## src/hw/rtl/rc4s_pkg.sv

```systemverilog
`default_nettype none

package rc4s_pkg;

  localparam int unsigned KEY_MAX    = 64;
  localparam int unsigned KCNT_W     = $clog2(KEY_MAX + 1);
  localparam int unsigned KIDX_W     = (KEY_MAX > 1) ? $clog2(KEY_MAX) : 1;
  localparam int unsigned SBOX_DEPTH = 256;

  localparam logic OP_KEY  = 1'b0;
  localparam logic OP_DATA = 1'b1;

  typedef logic [7:0] byte_t;

  typedef struct packed {
    logic  clr;
    logic  rd_en;
    byte_t rd_addr;
    logic  wr_en;
    byte_t wr_addr;
    byte_t wr_data;
  } sbox_req_t;

endpackage

`default_nettype wire

```

## src/hw/rtl/rc4s_sbox.sv

```systemverilog
`default_nettype none

module rc4s_sbox (
  input  wire logic               clk,
  input  wire logic               rst_n,
  input  wire rc4s_pkg::sbox_req_t req,
  output      rc4s_pkg::byte_t    rd_data
);
  import rc4s_pkg::*;

  byte_t                 mem [SBOX_DEPTH];
  logic [SBOX_DEPTH-1:0] vld_r;
  byte_t                 mem_q_r;
  byte_t                 addr_q_r;
  logic                  vld_q_r;

  always_ff @(posedge clk) begin
    if (req.wr_en) begin
      mem[req.wr_addr] <= req.wr_data;
    end
    if (req.rd_en) begin
      mem_q_r  <= mem[req.rd_addr];
      addr_q_r <= req.rd_addr;
    end
  end

  // entry not yet written since reset or the last clear reads as identity
  always_ff @(posedge clk) begin
    if (!rst_n) begin
      vld_r   <= '0;
      vld_q_r <= 1'b0;
    end else begin
      if (req.clr) begin
        vld_r <= '0;
      end else if (req.wr_en) begin
        vld_r[req.wr_addr] <= 1'b1;
      end
      if (req.rd_en) begin
        vld_q_r <= vld_r[req.rd_addr];
      end
    end
  end

  assign rd_data = vld_q_r ? mem_q_r : addr_q_r;

  a_clr_no_write: assert property (@(posedge clk) disable iff (!rst_n)
    !(req.clr && (req.wr_en || req.rd_en)))
    else $error("sbox clear overlaps an access");

endmodule

`default_nettype wire

```

## src/hw/rtl/rc4_stream_cipher.sv

```systemverilog
// RC4 stream cipher engine, one byte per transaction.
// Input channel: in_tuser selects key byte (0) or data byte (1), in_tdata
// carries the byte, in_tlast marks the final key byte or final data byte.
// Key bytes are collected (up to KEY_MAX, extra ones dropped); the key byte
// with in_tlast set starts the key schedule, which walks all 256 state
// entries, each through states ST_K0 to ST_K3; in_tready is low until it
// ends. Key bytes produce no output. A new byte is taken only in ST_IDLE.
// Each data byte goes through these steps: read S[i], read S[j], write S[i]
// and read the keystream entry, write S[j]. The state RAM has a read port
// and a write port. The result enters the output register together with
// the write of S[j], carrying in_tlast through to out_tlast.
// The output register holds its transaction while out_tready is low; a new
// input is still taken, but it waits in its last step until the register
// frees up.
// Reset restores the identity permutation at once (per-entry valid flags),
// clears both indices and any partial key. No clearing pass is needed.
`default_nettype none

module rc4_stream_cipher (
  input  wire logic                clk,
  input  wire logic                rst_n,
  input  wire logic                in_tvalid,
  output      logic                in_tready,
  input  wire rc4s_pkg::byte_t     in_tdata,   // [7:0] byte_in
  input  wire logic                in_tuser,   // [0] operation
  input  wire logic                in_tlast,
  output      logic                out_tvalid,
  input  wire logic                out_tready,
  output      rc4s_pkg::byte_t     out_tdata,  // [7:0] byte_out
  output      logic                out_tlast
);
  import rc4s_pkg::*;

  typedef enum logic [7:0] {
    ST_IDLE = 8'b0000_0001,
    ST_D1   = 8'b0000_0010,
    ST_D2   = 8'b0000_0100,
    ST_D3   = 8'b0000_1000,
    ST_K0   = 8'b0001_0000,
    ST_K1   = 8'b0010_0000,
    ST_K2   = 8'b0100_0000,
    ST_K3   = 8'b1000_0000
  } state_t;

  state_t            state_r, state_nxt;
  byte_t             i_r, i_nxt;
  byte_t             j_r, j_nxt;
  byte_t             si_r, si_nxt;
  byte_t             sj_r, sj_nxt;
  logic              hit_i_r, hit_i_nxt;
  logic              hit_j_r, hit_j_nxt;
  byte_t             byte_r, byte_nxt;
  logic              last_r, last_nxt;
  logic [KCNT_W-1:0] cnt_r, cnt_nxt;
  logic [KCNT_W-1:0] kidx_r, kidx_nxt;
  logic              loading_r, loading_nxt;
  logic              out_valid_r, out_valid_nxt;
  byte_t             out_byte_r, out_byte_nxt;
  logic              out_last_r, out_last_nxt;

  byte_t             key_mem [KEY_MAX];
  byte_t             key_q_r;
  logic              key_wr_en;
  logic              key_rd_en;

  sbox_req_t         sb_req;
  byte_t             sb_rd;

  logic              accept;
  logic              out_free;
  logic [KCNT_W-1:0] key_base;
  logic              key_room;
  logic [KCNT_W-1:0] kidx_inc;
  byte_t             ks_addr;
  byte_t             ks;
  byte_t             j_data;
  byte_t             j_sched;

  rc4s_sbox u_sbox (
    .clk     (clk),
    .rst_n   (rst_n),
    .req     (sb_req),
    .rd_data (sb_rd)
  );

  assign in_tready  = (state_r == ST_IDLE);
  assign accept     = in_tvalid && in_tready;
  assign out_free   = !out_valid_r || out_tready;
  assign key_base   = loading_r ? cnt_r : '0;
  assign key_room   = key_base < KCNT_W'(KEY_MAX);
  assign kidx_inc   = kidx_r + KCNT_W'(1);
  assign ks_addr    = si_r + sb_rd;
  assign ks         = hit_j_r ? si_r : (hit_i_r ? sj_r : sb_rd);
  assign j_data     = j_r + sb_rd;
  assign j_sched    = j_r + sb_rd + key_q_r;

  assign out_tvalid = out_valid_r;
  assign out_tdata  = out_byte_r;
  assign out_tlast  = out_last_r;

  always_comb begin
    state_nxt     = state_r;
    i_nxt         = i_r;
    j_nxt         = j_r;
    si_nxt        = si_r;
    sj_nxt        = sj_r;
    hit_i_nxt     = hit_i_r;
    hit_j_nxt     = hit_j_r;
    byte_nxt      = byte_r;
    last_nxt      = last_r;
    cnt_nxt       = cnt_r;
    kidx_nxt      = kidx_r;
    loading_nxt   = loading_r;
    out_valid_nxt = out_valid_r && !out_tready;
    out_byte_nxt  = out_byte_r;
    out_last_nxt  = out_last_r;
    key_wr_en     = 1'b0;
    key_rd_en     = 1'b0;
    sb_req        = '0;

    case (state_r)
      ST_IDLE: begin
        if (accept) begin
          if (in_tuser == OP_DATA) begin
            i_nxt          = i_r + 8'd1;
            sb_req.rd_en   = 1'b1;
            sb_req.rd_addr = i_r + 8'd1;
            byte_nxt       = in_tdata;
            last_nxt       = in_tlast;
            state_nxt      = ST_D1;
          end else begin
            loading_nxt = 1'b1;
            if (key_room) begin
              key_wr_en = 1'b1;
              cnt_nxt   = key_base + KCNT_W'(1);
            end else begin
              cnt_nxt   = key_base;
            end
            if (in_tlast) begin
              sb_req.clr = 1'b1;
              i_nxt      = '0;
              j_nxt      = '0;
              kidx_nxt   = '0;
              state_nxt  = ST_K0;
            end
          end
        end
      end
      ST_D1: begin
        si_nxt         = sb_rd;
        j_nxt          = j_data;
        sb_req.rd_en   = 1'b1;
        sb_req.rd_addr = j_data;
        state_nxt      = ST_D2;
      end
      ST_D2: begin
        sb_req.wr_en   = 1'b1;
        sb_req.wr_addr = i_r;
        sb_req.wr_data = sb_rd;
        sj_nxt         = sb_rd;
        sb_req.rd_en   = 1'b1;
        sb_req.rd_addr = ks_addr;
        hit_i_nxt      = (ks_addr == i_r);
        hit_j_nxt      = (ks_addr == j_r);
        state_nxt      = ST_D3;
      end
      ST_D3: begin
        if (out_free) begin
          sb_req.wr_en   = 1'b1;
          sb_req.wr_addr = j_r;
          sb_req.wr_data = si_r;
          out_valid_nxt  = 1'b1;
          out_byte_nxt   = byte_r ^ ks;
          out_last_nxt   = last_r;
          state_nxt      = ST_IDLE;
        end
      end
      ST_K0: begin
        sb_req.rd_en   = 1'b1;
        sb_req.rd_addr = i_r;
        key_rd_en      = 1'b1;
        state_nxt      = ST_K1;
      end
      ST_K1: begin
        si_nxt         = sb_rd;
        j_nxt          = j_sched;
        sb_req.rd_en   = 1'b1;
        sb_req.rd_addr = j_sched;
        state_nxt      = ST_K2;
      end
      ST_K2: begin
        sb_req.wr_en   = 1'b1;
        sb_req.wr_addr = i_r;
        sb_req.wr_data = sb_rd;
        state_nxt      = ST_K3;
      end
      ST_K3: begin
        sb_req.wr_en   = 1'b1;
        sb_req.wr_addr = j_r;
        sb_req.wr_data = si_r;
        i_nxt          = i_r + 8'd1;
        kidx_nxt       = (kidx_inc == cnt_r) ? '0 : kidx_inc;
        if (i_r == 8'hFF) begin
          j_nxt       = '0;
          loading_nxt = 1'b0;
          state_nxt   = ST_IDLE;
        end else begin
          state_nxt   = ST_K0;
        end
      end
      default: begin
        state_nxt = ST_IDLE;
      end
    endcase
  end

  always_ff @(posedge clk) begin
    if (!rst_n) begin
      state_r     <= ST_IDLE;
      i_r         <= '0;
      j_r         <= '0;
      cnt_r       <= '0;
      kidx_r      <= '0;
      loading_r   <= 1'b0;
      out_valid_r <= 1'b0;
    end else begin
      state_r     <= state_nxt;
      i_r         <= i_nxt;
      j_r         <= j_nxt;
      cnt_r       <= cnt_nxt;
      kidx_r      <= kidx_nxt;
      loading_r   <= loading_nxt;
      out_valid_r <= out_valid_nxt;
    end
  end

  always_ff @(posedge clk) begin
    si_r       <= si_nxt;
    sj_r       <= sj_nxt;
    hit_i_r    <= hit_i_nxt;
    hit_j_r    <= hit_j_nxt;
    byte_r     <= byte_nxt;
    last_r     <= last_nxt;
    out_byte_r <= out_byte_nxt;
    out_last_r <= out_last_nxt;
  end

  always_ff @(posedge clk) begin
    if (key_wr_en) begin
      key_mem[key_base[KIDX_W-1:0]] <= in_tdata;
    end
    if (key_rd_en) begin
      key_q_r <= key_mem[kidx_r[KIDX_W-1:0]];
    end
  end

  a_state_onehot: assert property (@(posedge clk) disable iff (!rst_n)
    $onehot(state_r))
    else $error("state register not one-hot");

  a_sched_end: assert property (@(posedge clk) disable iff (!rst_n)
    (state_r == ST_K3 && i_r == 8'hFF) |=>
      (state_r == ST_IDLE && i_r == 8'd0 && j_r == 8'd0 && !loading_r))
    else $error("key schedule did not leave indices cleared");

  a_result_loaded: assert property (@(posedge clk) disable iff (!rst_n)
    (state_r == ST_D3 && out_free) |=> out_valid_r)
    else $error("data result not loaded into output register");

  a_key_count: assert property (@(posedge clk) disable iff (!rst_n)
    cnt_r <= KCNT_W'(KEY_MAX))
    else $error("key count beyond key store depth");

  a_key_idx: assert property (@(posedge clk) disable iff (!rst_n)
    (state_r == ST_K0) |-> (kidx_r < cnt_r))
    else $error("key index outside loaded key");

endmodule

`default_nettype wire

```

## config.mk

```make
export PLATFORM = sky130hd
export DESIGN_NAME = rc4_stream_cipher
export DESIGN_NICKNAME = d
export VERILOG_FILES = /design/src/hw/rtl/rc4s_pkg.sv /design/src/hw/rtl/rc4s_sbox.sv /design/src/hw/rtl/rc4_stream_cipher.sv
export SDC_FILE = /design/constraint.sdc
export NUM_CORES = 2
export LEC_CHECK = 0
export BUFFER_PORTS_ARGS = -buffer_cell sky130_fd_sc_hd__buf_2
export CAP_MARGIN = 20
export CORE_MARGIN = 2
export CORE_UTILIZATION = 57
export DETAILED_ROUTE_END_ITERATION = 7
export MAX_ROUTING_LAYER = met4
export PLACE_DENSITY = 0.81
export REMOVE_ABC_BUFFERS = 1
export SETUP_SLACK_MARGIN = 0.1
export SLEW_MARGIN = 20
export SYNTH_ARGS = -nofsm -noshare
export SYNTH_HDL_FRONTEND = slang
export SYNTH_SLANG_ARGS = --single-unit
```

## constraint.sdc

```tcl
create_clock -name clk -period 13.74 [get_ports clk]
set_input_delay 0.687 -clock clk [delete_from_list [all_inputs] [get_ports clk]]
set_output_delay 0.687 -clock clk [all_outputs]
set_load 0.03 [all_outputs]
```

* Yosys cells after proc, flatten, opt, wreduce, memory -nomap -nowiden *
Memories as Yosys holds them, arrays and structs flattened. A register that Yosys moved wholly into a read port is not among the register bits.
Cells that the tools add are included.

operators by class
  add/sub/neg operators = 6
  multipliers = 0
  divide/modulo/power cells = 0
  $lt $le $gt $ge = 4
  equal/unequal tests = 18
  shift operators = 0
  muxes and demuxes = 51
  bitwise operators = 4
  reductions and logical operators = 19

operator list
  kind                                                        count
  OR 256 bit                                                  1
  2-to-1 mux 8 bit                                            13
  case mux 8 bit (8 select lines)                             1
  case mux 17 bit (3 select lines)                            1
  case mux 9 bit (5 select lines)                             1
  2-to-1 mux 7 bit                                            6
  case mux 8 bit (4 select lines)                             1
  adder 8 bit                                                 3
  2-to-1 mux 1 bit                                            19
  less-than comparator 8 x 9 -> 1 bit, second input constant  2
  2-to-1 mux 17 bit                                           1
  equality test 8 bit                                         2
  equality test 8 bit, second input constant                  2
  case mux 8 bit (2 select lines)                             1
  adder 7 x 1 -> 7 bit, second input constant                 2
  case mux 7 bit (2 select lines)                             1
  AND reduction 3 bit                                         4
  2-to-1 mux 10 bit                                           1
  2-to-1 mux 9 bit                                            1
  adder 8 x 1 -> 8 bit, second input constant                 1
  binary-select mux 1 bit (select 8 bit)                      1
  demux 1 bit (select 8 bit)                                  1
  equality test 8 x 1 -> 1 bit, second input constant         1
  equality test 8 x 2 -> 1 bit, second input constant         1
  24 further kinds                                            34

storage, ports and cells
  register bits after elaboration = 341
  latch bits = 0
  bits in writable memories = 2560
  memory bits (read-only) = 0
  bits of input ports = 14
  output and inout bits = 11
  word-level logic and storage cells = 122
  memories = 2

memory list
  memory      words  bits a word  rd ports  clocked after memory_dff  write ports  line                     RTL
  u_sbox.mem  256    8            1         1                         1            rc4s_sbox.sv:11          byte_t mem [SBOX_DEPTH];
  key_mem     64     8            1         1                         1            rc4_stream_cipher.sv:61  byte_t key_mem [KEY_MAX];

* Logic depth before layout (Yosys ltp) *
  word-level depth = 9
  gate-level depth with buffers = 23
  mapped depth without buffers = 20

* Hierarchy *
Synthesis repeated with hierarchy kept, for this count alone.

second synthesis, totals
  cells, all modules = 5945
  area, all modules = 113430.0 µm²

by module, submodules not included
  module             times used  cells each  area each (µm²)  seq. area each (µm²)
  rc4s_sbox          1           4520        88314.7          67124.4
  rc4_stream_cipher  1           1425        25115.3          17496.8

* Worst setup path after synthesis *
OpenSTA, ideal clock, no wires.

  path type = reg-to-reg
  start point = reg state_r[0]
  end point = mem u_sbox.mem[0][1] (netlist name), data pin
  library setup time = 2.190 ns
  data arrival time = 11.242 ns
  setup slack = 0.308 ns
  cell stages (with the launch flop) = 5
  buffers on the path = 0
  period minus slack after synthesis = 13.432 ns
  path through = dfxtp_1 > nor4_1 > nor3b_1 > a21oi_1 > o21ai_0

RTL lines
  what                      line                      RTL
  start: declaration        rc4_stream_cipher.sv:45   state_t state_r, state_nxt;
  start signal: assignment  rc4_stream_cipher.sv:227  state_r <= state_nxt;
  end: declaration          rc4s_sbox.sv:11

* Worst setup path in the final report *
  start point = reg u_sbox.mem_q_r[0] (read register of u_sbox.mem)
  end point = reg u_sbox.mem_q_r[2] (read register of u_sbox.mem), data pin

on the way
  longest elaborated chain between the ends = 4

RTL lines
  what                               line                                              RTL
  start: declaration                 rc4s_sbox.sv:13                                   byte_t mem_q_r;
  2-to-1 mux 8 bit *                 rc4s_sbox.sv:44                                   assign rd_data = vld_q_r ? mem_q_r : addr_q_r;
  net sb_rd[0]                       rc4_stream_cipher.sv:67                           byte_t sb_rd;
  adder 8 bit                        rc4_stream_cipher.sv:94, rc4_stream_cipher.sv:95
  adder 8 bit                        rc4_stream_cipher.sv:95                           assign j_sched = j_r + sb_rd + key_q_r;
  case mux 9 bit (5 select lines) *  rc4_stream_cipher.sv:121                          case (state_r)

The timed path passes the listed nets; every way through them passes the cells marked *.
A chain may end at the register's enable or synchronous reset.

==> metrics.csv <==
metric,value,unit
reg-to-reg endpoint,u_sbox.mem_q_r[2],
post-synthesis simple-gate area fraction,0.118,
Initial Utilization,0.575,
IO Port Bufs,24,
Peak Freq,0.119,GHz
drt initial violations,14743,
peak supply drop,142,uV
# placed instances,10881,
wire length per cell,30.5,um
"Top FF cell, synth",edfxtp_1,
CP Launch Type,flop,
synthesized area,0.118,mm^2
"Hold-fix buffers, CTS",1,
Non-Filler Instances,11441,
routed vias/inst,6.84,
crit end category,flop,
unrepaired setup endpoints after global routing,false,
mux contribution to synthesized area,0.0644,
die area,0.210,mm^2
initial antenna violation count,25,
Final nets,8539,
largest net degree at the start of global routing,233,
IO Count,25,
actual slew at the worst max-slew pin,1.36,ns
Crit Path Max Fanout,165,
status,"complete, but fails checks",
Hold Crit Class,in -> reg,
CTS Root Cell,clkbuf_16,
ANT nets after route,0,
TritonCTS clock tree,built,
CTS Buf Count,298,
post-CTS setup buffers,0,
Core Rows,166,
largest family of logic cells by synthesized area,simple AND/OR/NAND/NOR gates,
"Period Utilization, post-route",0.611,
flop and latch count out of synthesis,2917,
Worst Path Required,14.33,ns
detailed placement HPWL,195,mm
Cell Pwr Density,139,mW/mm^2
"Power, Total",18000,uW
Synth async-reset ratio,0,
post-synthesis compound-gate area fraction,0.0662,
TNS Setup,0,ns
crit path time final,8.40,ns
maxcap violations,0,
global-route wire length before repair,501,mm
worst hold path endpoint,key_mem[61][7],
gr ovfl total,0,
dpl cell area,0.120,mm^2
kind of critical path,reg -> reg,
crit path DAT,8.99,ns
clock sinks,2917,
H-tree level count,5,
leak pwr,0.0410,uW
Post-synth EDFFs,2620,
"Warnings, synthesis",0,
Total GRT Usage,0.334,
Die Height,459,um
Skew-Pair Late Insertion Delay,0.95,ns
WHS,0.124,ns
clock-pin transition on the worst setup and hold timing paths,0.07,ns
failing checks,design-rule violations,
Worst slew margin,0.0954,
worst r2r path cells,20,
number of global-route vias before repair,74591,
finished layout cell area,0.130,mm^2
final setup fails,0,
PostCTS Resize Cnt,0,
sequential cell area fraction in the yosys report,0.718,
Reg2Reg Setup Slack,5.34,ns
DRC violations left,1,
Mean Syn Cell Area,13.7,um^2
xor and xnor fraction of the mapped netlist area,0.00368,
core area,0.205,mm^2
final hold violation count,0,
Synth Area in Adders,0.00316,
Unique masters post-synth,86,
total detailed-routing wirelength,349,mm
Clock Skews,0.0740,ns
Placer Congestion,0.968,
via count,78270,
Clock Path Buffers,4,
Min-Delay Path Depth,1,
Layout fillers,13792,
Post-Syn Instances,8609,
HP Start,in_tdata[7],
share of cells above drive strength 1,0.0972,
Area Overhead vs Synth,9.90,%
R2R Path Start,u_sbox.mem_q_r[0],
Die X,459,um
1st-pass router iterations,8,
final max-slew violation count,0,
-- metrics by stage --
step / utilization / setup WS (ns)
detailed placement: 0.585 / 5.85
floorplan: - / -31.97
global placement: 0.585 / 5.79
global route: 0.631 / 5.31
finish: 0.631 / 5.34
CTS: 0.631 / 5.80
-- critical path, cell delays in order (launching register included) --
cell	delay, ns
edfxtp_1	0.63
mux2_2	0.35
ha_1	0.22
inv_1	0.06
fa_1	0.39
xnor2_1	0.29
ha_1	0.32
xor2_1	0.16
a22oi_2	0.11
buf_4	0.45
and3_4	0.66
buf_12	0.61
buf_12	0.58
buf_4	0.79
nand2_1	0.11
nand3_1	0.13
and3_1	0.17
a31oi_1	0.09
a22oi_1	0.32
a21oi_1	0.31
o41ai_1	0.82
-- cell usage in the layout (no fill, tap or decap), drive strengths merged, types with 26 or more instances in the layout --
cell       n
edfxtp  2620
nand2   1743
nand3    731
nor2     552
clkbuf   391
mux2i    373
dfxtp    297
a21oi    199
o21a     184
buf      173
mux4     168
a31oi    156
a32oi    102
clkinv   100
o21ai     97
inv       86
and3      82
a311oi    78
a211oi    74
a22oi     40
diode     33
nor3      28
nand4     27
o22ai     26
-- registers in the layout, indices dropped and copies added (netlist names), 7 cells and up --
name             count
state_r              8
kidx_r               7
byte_r               8
cnt_r                7
key_mem            512
key_q_r              8
u_sbox.vld_r       256
u_sbox.mem_q_r       8
u_sbox.mem        2048
i_r                  8
si_r                 8
out_tdata            8
j_r                  8
sj_r                 8
u_sbox.addr_q_r      8
-- Yosys cell counts, drive strengths merged (74+ instances only) --
cell,count,area share
o21a,184,0.012
dfxtp,297,0.050
clkbuf,279,0.0089
a211oi,74,0.0047
nand2,1743,0.055
inv,79,0.0026
o21ai,97,0.0041
buf,308,0.015
a32oi,102,0.0076
and3,82,0.0044
nand3,731,0.031
nor2,552,0.018
a311oi,78,0.0058
edfxtp,2620,0.67
mux4,168,0.032
a31oi,156,0.0083
a21oi,199,0.0084
mux2i,373,0.032
-- area by class of cell --
type | instances | area [um^2] | share of cell area
antenna | 33 | 82.6 | 0.000637
clock buffer | 390 | 8080 | 0.0623
clock inverter | 133 | 1250 | 0.00965
inverter | 83 | 347 | 0.00267
multi-input combinational | 5022 | 30400 | 0.234
sequential | 2917 | 84600 | 0.653
tap | 2688 | 3360 | 0.0260
timing repair buffer | 175 | 1440 | 0.0111
-- cell families after synthesis --
| family | after synthesis |
|---|---|
| muxes | 548 |
| and+or+nand+nor | 3285 |
| xor gates and xnor gates | 48 |
| AOI/OAI and AO/OA | 1113 |
| adders and majority gates | 28 |
| DFF | 2917 |
| buffers and inverters | 670 |
-- worst max-delay path by stage --
stage,cells after the start,slack [ns],endpoint,from
3_5_place_dp,22,5.85,u_sbox.mem_q_r[4],u_sbox.vld_q_r
5_1_grt,22,5.31,u_sbox.mem_q_r[4],u_sbox.vld_q_r
2_1_floorplan,17,-31.97,u_sbox.mem_q_r[3],u_sbox.vld_q_r
3_3_place_gp,20,5.79,u_sbox.mem_q_r[1],u_sbox.mem_q_r[0]
4_1_cts,20,5.80,u_sbox.vld_q_r,u_sbox.mem_q_r[0]
6_report,20,5.34,u_sbox.mem_q_r[2],u_sbox.mem_q_r[0]
-- power breakdown --
group | internal (uW) | total (uW) | leakage [uW] | switching, uW
Sequential | 9550 | 9560 | 0.0230 | 10.1
Clock | 4540 | 7900 | 0.00457 | 3360
Combinational | 123 | 510 | 0.0134 | 387
Total | 14200 | 18000 | 0.0410 | 3760
-- metal layers --
layer	up-vias	wire, um	GRT usage	share of wire
li1	31916	-	-	-
met1	38024	117000	0.422	0.34
met2	6941	157000	0.487	0.45
met3	1389	53400	0.107	0.15
met4	0	21300	0.170	0.061
met5	-	0	-	0
No activity file was read; power rests on OpenSTA's default activity.
